## config.mk

```make
export PLATFORM = sky130hd
export DESIGN_NAME = rumble_envelope_pulse_driver
export DESIGN_NICKNAME = d
export VERILOG_FILES = /design/src/hw/rtl/rep_pkg.sv /design/src/hw/rtl/rumble_envelope_pulse_driver.sv /design/src/hw/rtl/rep_div.sv
export SDC_FILE = /design/constraint.sdc
export NUM_CORES = 2
export LEC_CHECK = 0
export BUFFER_PORTS_ARGS = -buffer_cell sky130_fd_sc_hd__buf_2
export CORE_ASPECT_RATIO = 1.5
export CORE_MARGIN = 2
export CORE_UTILIZATION = 50
export CTS_CLUSTER_SIZE = 20
export DETAILED_ROUTE_END_ITERATION = 8
export PLACE_DENSITY = 0.66
export SETUP_SLACK_MARGIN = 0.02
export SKIP_LAST_GASP = 1
export SLEW_MARGIN = 20
export SYNTH_ARGS = -nofsm -noshare
export SYNTH_HDL_FRONTEND = slang
export SYNTH_SLANG_ARGS = --single-unit
```

## constraint.sdc

```tcl
create_clock -name clk -period 24.1 [get_ports clk]
set_input_delay 4.82 -clock clk [delete_from_list [all_inputs] [get_ports clk]]
set_output_delay 4.82 -clock clk [all_outputs]
set_load 0.01 [all_outputs]
```

## src/hw/rtl/rep_pkg.sv

```systemverilog
// Shared types and constants for the rumble envelope pulse driver.
// Used by rep_div and rumble_envelope_pulse_driver; depends on nothing.
`timescale 1ns / 1ps
`default_nettype none

package rep_pkg;

    // fixed-point formats
    localparam int FRAC_BITS = 19;
    localparam int LVL_W     = FRAC_BITS + 1;
    localparam int TIME_W    = 23;
    localparam int FC_W      = 32;

    // ramp arithmetic widths
    localparam int PROD_W    = LVL_W + TIME_W;
    localparam int SUM_W     = PROD_W + 1;
    localparam int DEN_W     = TIME_W + FRAC_BITS;
    localparam int STEP_W    = $clog2(FC_W + 1);
    localparam int QUO_W     = 4;
    localparam int LOW_BITS  = 4;

    // divisor selection: 9 minus ceil(8t), clamped
    localparam logic [QUO_W-1:0] PULSE_TOP  = QUO_W'(9);
    localparam logic [QUO_W-1:0] CEIL_MAX   = QUO_W'(8);
    localparam logic [QUO_W-1:0] DIV_ALWAYS = QUO_W'(1);

    localparam logic [LVL_W-1:0] LVL_ONE    = LVL_W'(1) << FRAC_BITS;
    localparam int               TENTH_MUL  = 10;

    localparam int FRAME_RATE_DEF = 60;

    // item commands
    typedef enum logic [1:0] {
        CMD_TICK = 2'd0,
        CMD_SET  = 2'd1,
        CMD_ADV  = 2'd2
    } cmd_t;

    // sequencer states
    typedef enum logic [2:0] {
        ST_IDLE,
        ST_MODF,
        ST_MUL1,
        ST_MUL2,
        ST_SUM,
        ST_CDIV,
        ST_MODD,
        ST_FIN
    } rep_state_t;

    // divider request and status
    typedef struct packed {
        logic              start;
        logic [STEP_W-1:0] steps;
    } div_ctl_t;

    typedef struct packed {
        logic busy;
        logic done;
    } div_stat_t;

endpackage

`default_nettype wire

```

## src/hw/rtl/rumble_envelope_pulse_driver.sv

```systemverilog
// Top level of the rumble envelope pulse driver: sequencer, ramp state, item ports.
// Depends on rep_pkg and rep_div.
//
// Usage:
//   Input channel in_valid/in_ready carries one item: cmd selects frame tick (0),
//   ramp load (1) or time advance (2). Every item returns exactly one result on
//   out_valid/out_ready: drive_on, issue_start, issue_stop, issue_init, link_up,
//   load_taken. The enable register is written through cfg_we/cfg_wdata.
//   A load or advance item goes from acceptance to the finish state and then
//   into the output register. A frame tick makes two 32-step passes of the shared
//   divider (frame count mod FRAME_RATE, then frame count mod pulse divisor), a
//   4-step divide for ceil(8t), and two products on the shared multiplier. Ticks
//   that need no pulse divisor finish earlier. One item is in work at a time;
//   in_ready is high only while the sequencer is idle.
//   A finished result sits in the output register; the next item is accepted
//   while it waits, and the sequencer holds its next result until the output
//   register is taken. Reset clears frame count, drive, link, ramp state,
//   enable and the output channel.
`timescale 1ns / 1ps
`default_nettype none

module rumble_envelope_pulse_driver #(
    parameter int FRAME_RATE = rep_pkg::FRAME_RATE_DEF
) (
    input  wire logic                        clk,
    input  wire logic                        rst_n,
    input  wire logic                        cfg_we,
    input  wire logic                        cfg_wdata,
    input  wire logic                        in_valid,
    output logic                             in_ready,
    input  wire logic [1:0]                  cmd,
    input  wire logic [rep_pkg::LVL_W-1:0]   start_level,
    input  wire logic [rep_pkg::LVL_W-1:0]   end_level,
    input  wire logic [rep_pkg::TIME_W-1:0]  ramp_time,
    input  wire logic                        special_mode,
    input  wire logic [rep_pkg::TIME_W-1:0]  time_step,
    input  wire logic                        motor_ok,
    output logic                             out_valid,
    input  wire logic                        out_ready,
    output logic                             drive_on,
    output logic                             issue_start,
    output logic                             issue_stop,
    output logic                             issue_init,
    output logic                             link_up,
    output logic                             load_taken
);
    import rep_pkg::*;

    localparam logic [DEN_W-1:0] FR_DIV = DEN_W'(FRAME_RATE);

    rep_state_t state_reg, state_next;

    // architectural state
    logic              enable_reg;
    logic [FC_W-1:0]   frame_count_reg, frame_count_next;
    logic              pulse_reg, pulse_next;
    logic              link_reg, link_next;
    logic [TIME_W-1:0] length_reg, length_next;
    logic [TIME_W-1:0] elapsed_reg, elapsed_next;
    logic [LVL_W-1:0]  from_reg, from_next;
    logic [LVL_W-1:0]  to_reg, to_next;

    // per-item working registers
    logic              tick_reg, tick_next;
    logic              ok_reg, ok_next;
    logic              ini_reg, ini_next;
    logic              taken_reg, taken_next;
    logic              drv_reg, drv_next;
    logic [PROD_W-1:0] acc_reg, acc_next;
    logic [PROD_W-1:0] prod_reg, prod_next;

    // output register
    logic out_valid_reg, out_valid_next;
    logic drive_on_reg, drive_on_next;
    logic start_reg, start_next;
    logic stop_reg, stop_next;
    logic init_reg, init_next;
    logic link_up_reg, link_up_next;
    logic taken_out_reg, taken_out_next;

    // divider hookup
    div_ctl_t          div_ctl;
    div_stat_t         div_st;
    logic [DEN_W-1:0]  div_init;
    logic [FC_W-1:0]   div_bits;
    logic [DEN_W-1:0]  div_dvs;
    logic [DEN_W-1:0]  div_rem;
    logic [QUO_W-1:0]  div_quo;

    // datapath helpers
    logic              accept;
    logic              out_free;
    logic [LVL_W-1:0]  s_lvl, e_lvl;
    logic [TIME_W-1:0] remain;
    logic [TIME_W+3:0] remain10;
    logic              long_left, weaker;
    logic [TIME_W:0]   adv_sum;
    logic [LVL_W-1:0]  mul_a;
    logic [TIME_W-1:0] mul_b;
    logic [PROD_W-1:0] mul_p;
    logic [SUM_W-1:0]  num_half;
    logic [QUO_W-1:0]  ceil_c, ceil_cl, pulse_div;
    logic              chg;

    rep_div u_div (
        .clk      (clk),
        .rst_n    (rst_n),
        .ctl      (div_ctl),
        .init_rem (div_init),
        .bits     (div_bits),
        .divisor  (div_dvs),
        .stat     (div_st),
        .rem      (div_rem),
        .quo      (div_quo)
    );

    // input field conditioning and ramp arithmetic
    always_comb
    begin
        accept   = in_valid && in_ready;
        out_free = !out_valid_reg || out_ready;
        s_lvl    = (start_level > LVL_ONE) ? LVL_ONE : start_level;
        e_lvl    = (end_level > LVL_ONE) ? LVL_ONE : end_level;
        remain   = length_reg - elapsed_reg;
        remain10 = (TIME_W+4)'(remain) * (TIME_W+4)'(TENTH_MUL);
        long_left = (remain10 > (TIME_W+4)'(LVL_ONE));
        weaker   = ({1'b0, s_lvl} + {1'b0, e_lvl}) < ({1'b0, from_reg} + {1'b0, to_reg});
        adv_sum  = {1'b0, elapsed_reg} + {1'b0, time_step};
        mul_a    = (state_reg == ST_MUL1) ? from_reg : to_reg;
        mul_b    = (state_reg == ST_MUL1) ? remain : elapsed_reg;
        mul_p    = PROD_W'(mul_a) * PROD_W'(mul_b);
        num_half = SUM_W'(acc_reg) + SUM_W'(prod_reg);
        ceil_c   = div_quo + ((div_rem != '0) ? QUO_W'(1) : QUO_W'(0));
        ceil_cl  = (ceil_c > CEIL_MAX) ? CEIL_MAX : ceil_c;
        pulse_div = PULSE_TOP - ceil_cl;
        chg      = tick_reg && (drv_reg != pulse_reg) && link_reg;
    end

    // sequencer: next state, state updates and divider requests
    always_comb
    begin
        state_next       = state_reg;
        frame_count_next = frame_count_reg;
        pulse_next       = pulse_reg;
        link_next        = link_reg;
        length_next      = length_reg;
        elapsed_next     = elapsed_reg;
        from_next        = from_reg;
        to_next          = to_reg;
        tick_next        = tick_reg;
        ok_next          = ok_reg;
        ini_next         = ini_reg;
        taken_next       = taken_reg;
        drv_next         = drv_reg;
        acc_next         = acc_reg;
        prod_next        = prod_reg;
        out_valid_next   = out_valid_reg && !out_ready;
        drive_on_next    = drive_on_reg;
        start_next       = start_reg;
        stop_next        = stop_reg;
        init_next        = init_reg;
        link_up_next     = link_up_reg;
        taken_out_next   = taken_out_reg;
        div_ctl.start    = 1'b0;
        div_ctl.steps    = STEP_W'(FC_W);
        div_init         = '0;
        div_bits         = frame_count_reg;
        div_dvs          = FR_DIV;
        in_ready         = (state_reg == ST_IDLE);

        unique case (state_reg)
            ST_IDLE:
            begin
                if (accept)
                begin
                    tick_next  = 1'b0;
                    ok_next    = motor_ok;
                    ini_next   = 1'b0;
                    taken_next = 1'b0;
                    state_next = ST_FIN;
                    if (cmd == CMD_TICK)
                    begin
                        tick_next        = 1'b1;
                        frame_count_next = frame_count_reg + FC_W'(1);
                        div_ctl.start    = 1'b1;
                        div_bits         = frame_count_next;
                        state_next       = ST_MODF;
                    end
                    else if (cmd == CMD_SET)
                    begin
                        if ((ramp_time != '0) && enable_reg && !special_mode
                            && (!long_left || !weaker))
                        begin
                            length_next  = ramp_time;
                            elapsed_next = '0;
                            from_next    = s_lvl;
                            to_next      = e_lvl;
                            taken_next   = 1'b1;
                        end
                    end
                    else if (cmd == CMD_ADV)
                    begin
                        if (enable_reg)
                        begin
                            elapsed_next = (adv_sum > {1'b0, length_reg}) ?
                                           length_reg : adv_sum[TIME_W-1:0];
                        end
                    end
                end
            end
            ST_MODF:
            begin
                if (div_st.done)
                begin
                    if (!link_reg && (div_rem == '0))
                    begin
                        ini_next  = 1'b1;
                        link_next = ok_reg;
                    end
                    if ((length_reg == '0) || (elapsed_reg == length_reg))
                    begin
                        drv_next   = 1'b0;
                        state_next = ST_FIN;
                    end
                    else
                    begin
                        state_next = ST_MUL1;
                    end
                end
            end
            ST_MUL1:
            begin
                acc_next   = mul_p;
                state_next = ST_MUL2;
            end
            ST_MUL2:
            begin
                prod_next  = mul_p;
                state_next = ST_SUM;
            end
            ST_SUM:
            begin
                // num = 8 * sum; the top part seeds the remainder, four bits shift in
                div_ctl.start = 1'b1;
                div_ctl.steps = STEP_W'(LOW_BITS);
                div_init      = num_half[DEN_W:1];
                div_bits      = {num_half[0], {(FC_W-1){1'b0}}};
                div_dvs       = {length_reg, {FRAC_BITS{1'b0}}};
                state_next    = ST_CDIV;
            end
            ST_CDIV:
            begin
                if (div_st.done)
                begin
                    if (pulse_div <= DIV_ALWAYS)
                    begin
                        drv_next   = 1'b1;
                        state_next = ST_FIN;
                    end
                    else
                    begin
                        div_ctl.start = 1'b1;
                        div_dvs       = DEN_W'(pulse_div);
                        state_next    = ST_MODD;
                    end
                end
            end
            ST_MODD:
            begin
                if (div_st.done)
                begin
                    drv_next   = (div_rem == '0);
                    state_next = ST_FIN;
                end
            end
            ST_FIN:
            begin
                if (out_free)
                begin
                    if (tick_reg)
                    begin
                        pulse_next = drv_reg;
                    end
                    if (chg)
                    begin
                        link_next = ok_reg;
                    end
                    out_valid_next = 1'b1;
                    drive_on_next  = tick_reg ? drv_reg : pulse_reg;
                    start_next     = chg && drv_reg;
                    stop_next      = chg && !drv_reg;
                    init_next      = tick_reg && ini_reg;
                    link_up_next   = chg ? ok_reg : link_reg;
                    taken_out_next = taken_reg;
                    state_next     = ST_IDLE;
                end
            end
            default:
            begin
                state_next = ST_IDLE;
            end
        endcase
    end

    // control and architectural registers
    always_ff @(posedge clk or negedge rst_n)
    begin
        if (!rst_n)
        begin
            state_reg       <= ST_IDLE;
            enable_reg      <= 1'b0;
            frame_count_reg <= '0;
            pulse_reg       <= 1'b0;
            link_reg        <= 1'b0;
            length_reg      <= '0;
            elapsed_reg     <= '0;
            from_reg        <= '0;
            to_reg          <= '0;
            out_valid_reg   <= 1'b0;
            drive_on_reg    <= 1'b0;
            start_reg       <= 1'b0;
            stop_reg        <= 1'b0;
            init_reg        <= 1'b0;
            link_up_reg     <= 1'b0;
            taken_out_reg   <= 1'b0;
        end
        else
        begin
            state_reg       <= state_next;
            if (cfg_we)
            begin
                enable_reg <= cfg_wdata;
            end
            frame_count_reg <= frame_count_next;
            pulse_reg       <= pulse_next;
            link_reg        <= link_next;
            length_reg      <= length_next;
            elapsed_reg     <= elapsed_next;
            from_reg        <= from_next;
            to_reg          <= to_next;
            out_valid_reg   <= out_valid_next;
            drive_on_reg    <= drive_on_next;
            start_reg       <= start_next;
            stop_reg        <= stop_next;
            init_reg        <= init_next;
            link_up_reg     <= link_up_next;
            taken_out_reg   <= taken_out_next;
        end
    end

    // per-item working registers
    always_ff @(posedge clk)
    begin
        tick_reg  <= tick_next;
        ok_reg    <= ok_next;
        ini_reg   <= ini_next;
        taken_reg <= taken_next;
        drv_reg   <= drv_next;
        acc_reg   <= acc_next;
        prod_reg  <= prod_next;
    end

    assign out_valid   = out_valid_reg;
    assign drive_on    = drive_on_reg;
    assign issue_start = start_reg;
    assign issue_stop  = stop_reg;
    assign issue_init  = init_reg;
    assign link_up     = link_up_reg;
    assign load_taken  = taken_out_reg;

    // elapsed time never passes the ramp length
    a_elapsed_bound: assert property (@(posedge clk) disable iff (!rst_n)
        elapsed_reg <= length_reg)
        else $error("elapsed beyond ramp length");

    // a start command always goes with the drive on, a stop with it off
    a_cmd_drive: assert property (@(posedge clk) disable iff (!rst_n)
        out_valid && (issue_start || issue_stop) |-> (issue_start == drive_on))
        else $error("motor command disagrees with drive state");

    // the shared divider is free whenever a new item can be taken
    a_div_idle: assert property (@(posedge clk) disable iff (!rst_n)
        (state_reg == ST_IDLE) |-> !div_st.busy)
        else $error("divider busy while sequencer idle");

endmodule

`default_nettype wire

```

## src/hw/rtl/rep_div.sv

```systemverilog
// Shared restoring divide unit, one quotient bit per cycle.
// Depends on rep_pkg for widths and the request/status structs.
`timescale 1ns / 1ps
`default_nettype none

module rep_div (
    input  wire logic                     clk,
    input  wire logic                     rst_n,
    input  wire rep_pkg::div_ctl_t        ctl,
    input  wire logic [rep_pkg::DEN_W-1:0] init_rem,
    input  wire logic [rep_pkg::FC_W-1:0]  bits,
    input  wire logic [rep_pkg::DEN_W-1:0] divisor,
    output rep_pkg::div_stat_t            stat,
    output logic [rep_pkg::DEN_W-1:0]     rem,
    output logic [rep_pkg::QUO_W-1:0]     quo
);
    import rep_pkg::*;

    logic [STEP_W-1:0] cnt_reg, cnt_next;
    logic              done_reg, done_next;
    logic [DEN_W-1:0]  rem_reg;
    logic [FC_W-1:0]   shf_reg;
    logic [DEN_W-1:0]  dvs_reg;
    logic [QUO_W-1:0]  quo_reg;

    logic [DEN_W:0]    trial;
    logic [DEN_W:0]    diff;
    logic              ge;
    logic              busy;

    // one compare and subtract per cycle
    always_comb
    begin
        trial = {rem_reg, shf_reg[FC_W-1]};
        diff  = trial - {1'b0, dvs_reg};
        ge    = (trial >= {1'b0, dvs_reg});
        busy  = (cnt_reg != '0);
    end

    // step counter and done pulse
    always_comb
    begin
        cnt_next  = cnt_reg;
        done_next = 1'b0;
        if (ctl.start)
        begin
            cnt_next = ctl.steps;
        end
        else if (busy)
        begin
            cnt_next  = cnt_reg - STEP_W'(1);
            done_next = (cnt_reg == STEP_W'(1));
        end
    end

    always_ff @(posedge clk or negedge rst_n)
    begin
        if (!rst_n)
        begin
            cnt_reg  <= '0;
            done_reg <= 1'b0;
        end
        else
        begin
            cnt_reg  <= cnt_next;
            done_reg <= done_next;
        end
    end

    // working registers
    always_ff @(posedge clk)
    begin
        if (ctl.start)
        begin
            rem_reg <= init_rem;
            shf_reg <= bits;
            dvs_reg <= divisor;
            quo_reg <= '0;
        end
        else if (busy)
        begin
            rem_reg <= ge ? diff[DEN_W-1:0] : trial[DEN_W-1:0];
            shf_reg <= {shf_reg[FC_W-2:0], 1'b0};
            quo_reg <= {quo_reg[QUO_W-2:0], ge};
        end
    end

    assign stat = '{busy: busy, done: done_reg};
    assign rem  = rem_reg;
    assign quo  = quo_reg;

endmodule

`default_nettype wire
```

-- After elaboration in Yosys (flattened, before gate mapping)
Cells that the tools add are included.
- register bits after elaboration: 348
- input port bits: 96
- output and inout bits: 8
- word-level logic and storage cells: 176
- $add $sub $neg: 10
- multipliers: 2
- magnitude comparators: 8
- equality and inequality tests: 21
- mux-type cells: 61
- bitwise gates (word level): 2
- reduce and logical (&&, ||, !) cells: 44
- operators by type and width (cell ; count):
    $mux W42 ; 4
    $mux W23 ; 6
    $mux W32 ; 4
    $pmux W42 S2 ; 1
    $pmux W32 S2 ; 1
    $mux W20 ; 3
    $add A43 B43 Y43 ; 1
    $ge A43 B42 Y1 ; 1
    $mul A20 B23 Y43 ; 1
    $add A20 B20 Y21 ; 2
    $logic_not A42 Y1 ; 1
    $reduce_bool A42 Y1 ; 1
    $sub A42 B42 Y42 ; 1
    $gt A20 B20 Y1 const B ; 2
    $add A32 B1 Y32 const B ; 1
    $mux W6 ; 5
    $gt A27 B20 Y1 const B ; 1
    $mul A23 B3 Y26 const B ; 1
    $add A23 B23 Y24 ; 1
    $gt A24 B23 Y1 ; 1
    $mux W1 ; 24
    $pmux W3 S8 ; 1
    $eq A23 B23 Y1 ; 1
    $logic_not A23 Y1 ; 1
    other kinds (36) ; 82

-- Logic depth before layout (Yosys ltp)
- word-level depth: 11
- gate-level depth with buffers: 40
- mapped depth without buffers: 39

-- Hierarchy
Synthesis repeated with hierarchy kept, for this count alone.
- cell total of the unflattened synthesis: 4488
- area, all modules: 40849.2 µm²
- modules (own cells, without submodules) (module ; instances ; cells each ; area an instance (µm²) ; sequential area each (µm²)):
    rumble_envelope_pulse_driver ; 1 ; 3732 ; 32856.5 ; 5985.7
    rep_div ; 1 ; 756 ; 7992.7 ; 3738.6

-- Worst setup path before layout
OpenSTA, ideal clock, no wires.
- path kind: input port to flip-flop
- start point: in start_level[15] (netlist name)
- end point: reg length_reg[15]
- arrival time: 9.909 ns
- required time: 23.970 ns
- path slack: 14.061 ns
- stages on the path: 30
- cells stage by stage: nor4_1 nand4_1 o41ai_1 and2_1 ha_1 fa_1 a21o_1 a21oi_1 nor2b_1 o21a_1 o22ai_1 o2111a_1 a211oi_1 nand4_1 a21boi_0 nor2_1 xnor2_1 ha_1 o21a_1 o21ai_0 nor2_1 o21ai_0 a21oi_1 o21a_1 a31o_2 buf_2 buf_2 clkbuf_1 nand2_1 o21ai_0
- cells in the longest elaborated chain, start to end: 8
- RTL lines (element ; line ; text):
    start: declaration ; rumble_envelope_pulse_driver.sv:32 ; input wire logic [rep_pkg::LVL_W-1:0] start_level,
    $gt A20 B20 Y1 ; rumble_envelope_pulse_driver.sv:122 ; s_lvl = (start_level > LVL_ONE) ? LVL_ONE : start_level;
    $mux W20 ; rumble_envelope_pulse_driver.sv:122 ;
    via s_lvl[0] ; rumble_envelope_pulse_driver.sv:93 ; logic [LVL_W-1:0] s_lvl, e_lvl;
    $add A20 B20 Y21 ; rumble_envelope_pulse_driver.sv:127 ; weaker = ({1'b0, s_lvl} + {1'b0, e_lvl}) < ({1'b0, from_reg} + {1'b0, to_reg});
    $lt A21 B21 Y1 ; rumble_envelope_pulse_driver.sv:127 ;
    $logic_not A1 Y1 ; rumble_envelope_pulse_driver.sv:192 ; && (!long_left || !weaker))
    $logic_or A1 B1 Y1 ; rumble_envelope_pulse_driver.sv:192 ;
    $logic_and A1 B1 Y1 ; rumble_envelope_pulse_driver.sv:192 ;
    $reduce_and A5 Y1 (no source line) ; n/a ;
    end signal: assignment ; rumble_envelope_pulse_driver.sv:337 ; length_reg <= length_next;
    end: declaration ; rumble_envelope_pulse_driver.sv:58 ; logic [TIME_W-1:0] length_reg, length_next;
The timed path passes the listed nets, and every way through them passes these cells.
A chain may end at the register's enable or synchronous reset.

-- Final worst setup path
- start point: reg state_reg[1]
- end point: reg prod_reg[42] (data pin)
- cells in the longest elaborated chain, start to end: 3
- elaborated cells between the ends (all ways): 4
- classes of those cells: mul: 1; eq/ne: 1; mux: 2
- RTL lines (element ; line ; text):
    start: declaration ; rumble_envelope_pulse_driver.sv:51 ; rep_state_t state_reg, state_next;
    start signal: assignment ; rumble_envelope_pulse_driver.sv:329 ; state_reg <= state_next;
    $eq A3 B2 Y1 (*) ; rumble_envelope_pulse_driver.sv:129, rumble_envelope_pulse_driver.sv:130 ;
    $mux W20 / $mux W23 (equally long branches) ; rumble_envelope_pulse_driver.sv:129, rumble_envelope_pulse_driver.sv:130 ;
    $mul A20 B23 Y43 (*) ; rumble_envelope_pulse_driver.sv:131 ; mul_p = PROD_W'(mul_a) * PROD_W'(mul_b);
    via mul_p[42] ; rumble_envelope_pulse_driver.sv:100 ; logic [PROD_W-1:0] mul_p;
    end signal: assignment ; rumble_envelope_pulse_driver.sv:360 ; prod_reg <= prod_next;
    end: declaration ; rumble_envelope_pulse_driver.sv:70 ; logic [PROD_W-1:0] prod_reg, prod_next;
Mark *: on every way through the listed nets, which the timed path passes. The rest lies on a longest branch.

==> results.yml <==
detailed_routing:
  totalWireLength_um: 115000
  first_pass_iters: 6
  post-route-drc-count: 0
  num_vias: 31800
  first_iter_violations: 1976
  via_per_inst: 5.84
  drt.antenna.violating_nets: 0
  routedWlPerCell_um: 21.1
clock_tree:
  cts_tree: "done"
  post-cts-setup-buffer-count: 0
  clock_latency_ps: 610
  clockRootBuffer: "clkbuf_16"
  clock_tree.buffer_depth: 3
  clk_pin_slew_ps: 70
  cts_sinks: 334
  hold_buffers: 0
  numCtsBuffers: 38
  htree_levels: 2
  cts.repair.resized: 0
timing:
  whs_ps: 490
  max_freq_ghz: 0.0904
  rsz0062_at_grt: "no"
  relSlewSlack: 0.229
  period_share: 0.459
  period_minus_slack_ps: 11060
  skew_ps: 60.4
  finalMaxSlewViolations: 0
  finalSetupTns_ps: 0
  hold_viol_final: 0
  worst_pin_slew_ps: 1120
  setup_violations: 0
synth:
  synth-seq-cells: 334
  syn_area_per_cell_um2: 9.06
  synthSimpleGateAreaFrac: 0.157
  synth_fp_nets: 5189
  async_reset_ff_frac: 0.410
  ys_seq_area_frac: 0.238
  synthMuxAreaShare: 0.0282
  synth_compound_area_frac: 0.141
  synth.distinct_cells: 78
  synth_adder_area_share: 0.323
  synthFlopType: "edfxtp_1"
  synth_edf_count: 193
  yosys.area.top_type_share: 0.195
  synth_area_leaders: "fa_1 (20%), edfxtp_1 (15%), ha_1 (13%), dfrtp_1 (8.8%), inv_1 (5.2%)"
  synthCells: 4312
  synth_top_family_by_area: "adder cells"
  synth_xor_area_frac: 0.0482
  yosys.area.top_type: "fa_1"
  yosys_warnings: 0
  synthesis.area_um2: 39000
setup_path:
  critPathKind: "register to register"
  path_common_cell: "fa_1"
  crit_path_end_kind: "register"
  cp-start-kind: "register"
  crit_fanout: 60
  crit_family: "adder cells"
  cp.required_ps: 24560
  critPathArrivalTime_ps: 11520
  crit_path_max_incr_delay_ps: 710
  cp_slowest_cell: "a21oi_2"
  cp_num_buf_inv: 10
outcome:
  status: "finished, final reports clean"
global_routing:
  antenna_found_initial: 0
  grt_usage: 0.289
  grt_start_max_net_pins: 104
  grt_pass1_wl_um: 180000
  grt-ovfl-total: 0
  first_global_vias: 33100
run:
  maxCapViolations: 0
die:
  initial_core_util: 0.504
  dieArea_um2: 80400
  rows: 125
  dieHeight_um: 346
  io_pins: 104
  die_w_um: 232
  core_um2: 77400
placed_design:
  dp_hpwl_um: 92800
  io_buffers: 103
  gp_routability_congestion: 1.00
finish:
  n_antenna_cell: 0
  areaGrowthSynthToFinish_pct: 8.24
  layout_common_cells: "inv_1 (536), nor2_1 (486), nand2_1 (473), ha_1 (400), fa_1 (381)"
  fin_nets: 5276
  final_common_cell: "inv_1"
  final_layout_size_suffix_gt1_frac: 0.0718
power_and_ir_drop:
  peakVddDrop_uv: 167
  p_leak_nw: 20.3
  power.density_nw_per_um2: 126
min_path:
  hold_path_class: "register to register"
[metrics by stage]
stage / total power (W) / cells / setup WS [ps] / cell area, µm² / utilization
2_1_floorplan: 0.00358 / 4312 / 14060 / 39100 / -
5_1_grt: 0.00571 / 5444 / 12400 / 42300 / 0.546
4_1_cts: 0.00527 / 5444 / 13110 / 42300 / 0.546
6_report: 0.00531 / 5444 / 13040 / 42300 / 0.546
3_5_place_dp: 0.00462 / 5375 / 12800 / 40900 / 0.529
3_3_place_gp: 0.00462 / 5375 / 12850 / 40900 / 0.529
[layer usage]
layer | GRT usage | vias to the layer above | share of wire
li1 | - | 14900 | -
met1 | 0.318 | 15600 | 0.37
met2 | 0.534 | 943 | 0.52
met3 | 0.0294 | 331 | 0.044
met4 | 0.163 | 0 | 0.066
met5 | 0 | - | 0
[synth_stat cells (48+ instances only)]
cell        n
nor3_1     57
nor2_1    487
xnor2_1   137
xor2_1     78
a21oi_1   224
inv_1     537
mux2i_1    56
o22ai_1    57
o21ai_0   136
ha_1      400
nand3_1    58
nand2_1   473
fa_1      381
mux2_2     48
nor2b_1    57
dfrtp_1   137
clkbuf_1  105
edfxtp_1  193
a21o_1    135
[tightest hold or removal path, delay by kind of cell, from the launching register on]
kind	cells	cell delay (ps)
DFF	1	330
and+or+nand+nor	2	130
[layout make-up]
| type | instances | area [µm²] |
|---|---|---|
| multi-input combinational | 3315 | 27300 |
| inverter | 538 | 2020 |
| timing repair buffer | 172 | 1040 |
| clock inverter | 19 | 297 |
| fill | 7089 | 35200 |
| sequential | 334 | 9300 |
| tap | 1016 | 1270 |
| clock buffer | 50 | 1040 |
[worst paths after layout]
kind,depth (start not counted),slack [ps],startpoint,end
max,34,13040,state_reg[1]$_DFFE_PN0P_,prod_reg[42]$_DFFE_PP_
min,2,490,ini_reg$_DFFE_PP_,issue_init$_DFFE_PN0P_
max reg2reg,34,13040,state_reg[1]$_DFFE_PN0P_,prod_reg[42]$_DFFE_PP_
min reg2reg,2,490,ini_reg$_DFFE_PP_,issue_init$_DFFE_PN0P_
max in group asynchronous,2,18460,rst_n,frame_count_reg[28]$_DFFE_PN0P_
min in group asynchronous,1,4230,rst_n,issue_init$_DFFE_PN0P_
[cells by family after synthesis]
logic type	Yosys count
XOR/XNOR	215
AND/OR/NAND/NOR	1372
adder cells (fa/ha/maj)	781
flip-flops	334
AO/OA/AOI/OAI	843
buffers and inverters	663
multiplexers	104
[report_power, final]
| part | switching [W] | internal, W |
|---|---|---|
| combinational | 0.00232 | 0.00140 |
| sequential | 0.000126 | 0.000836 |
| clock | 0.000263 | 0.000363 |
No activity file was read; power rests on OpenSTA's default activity.
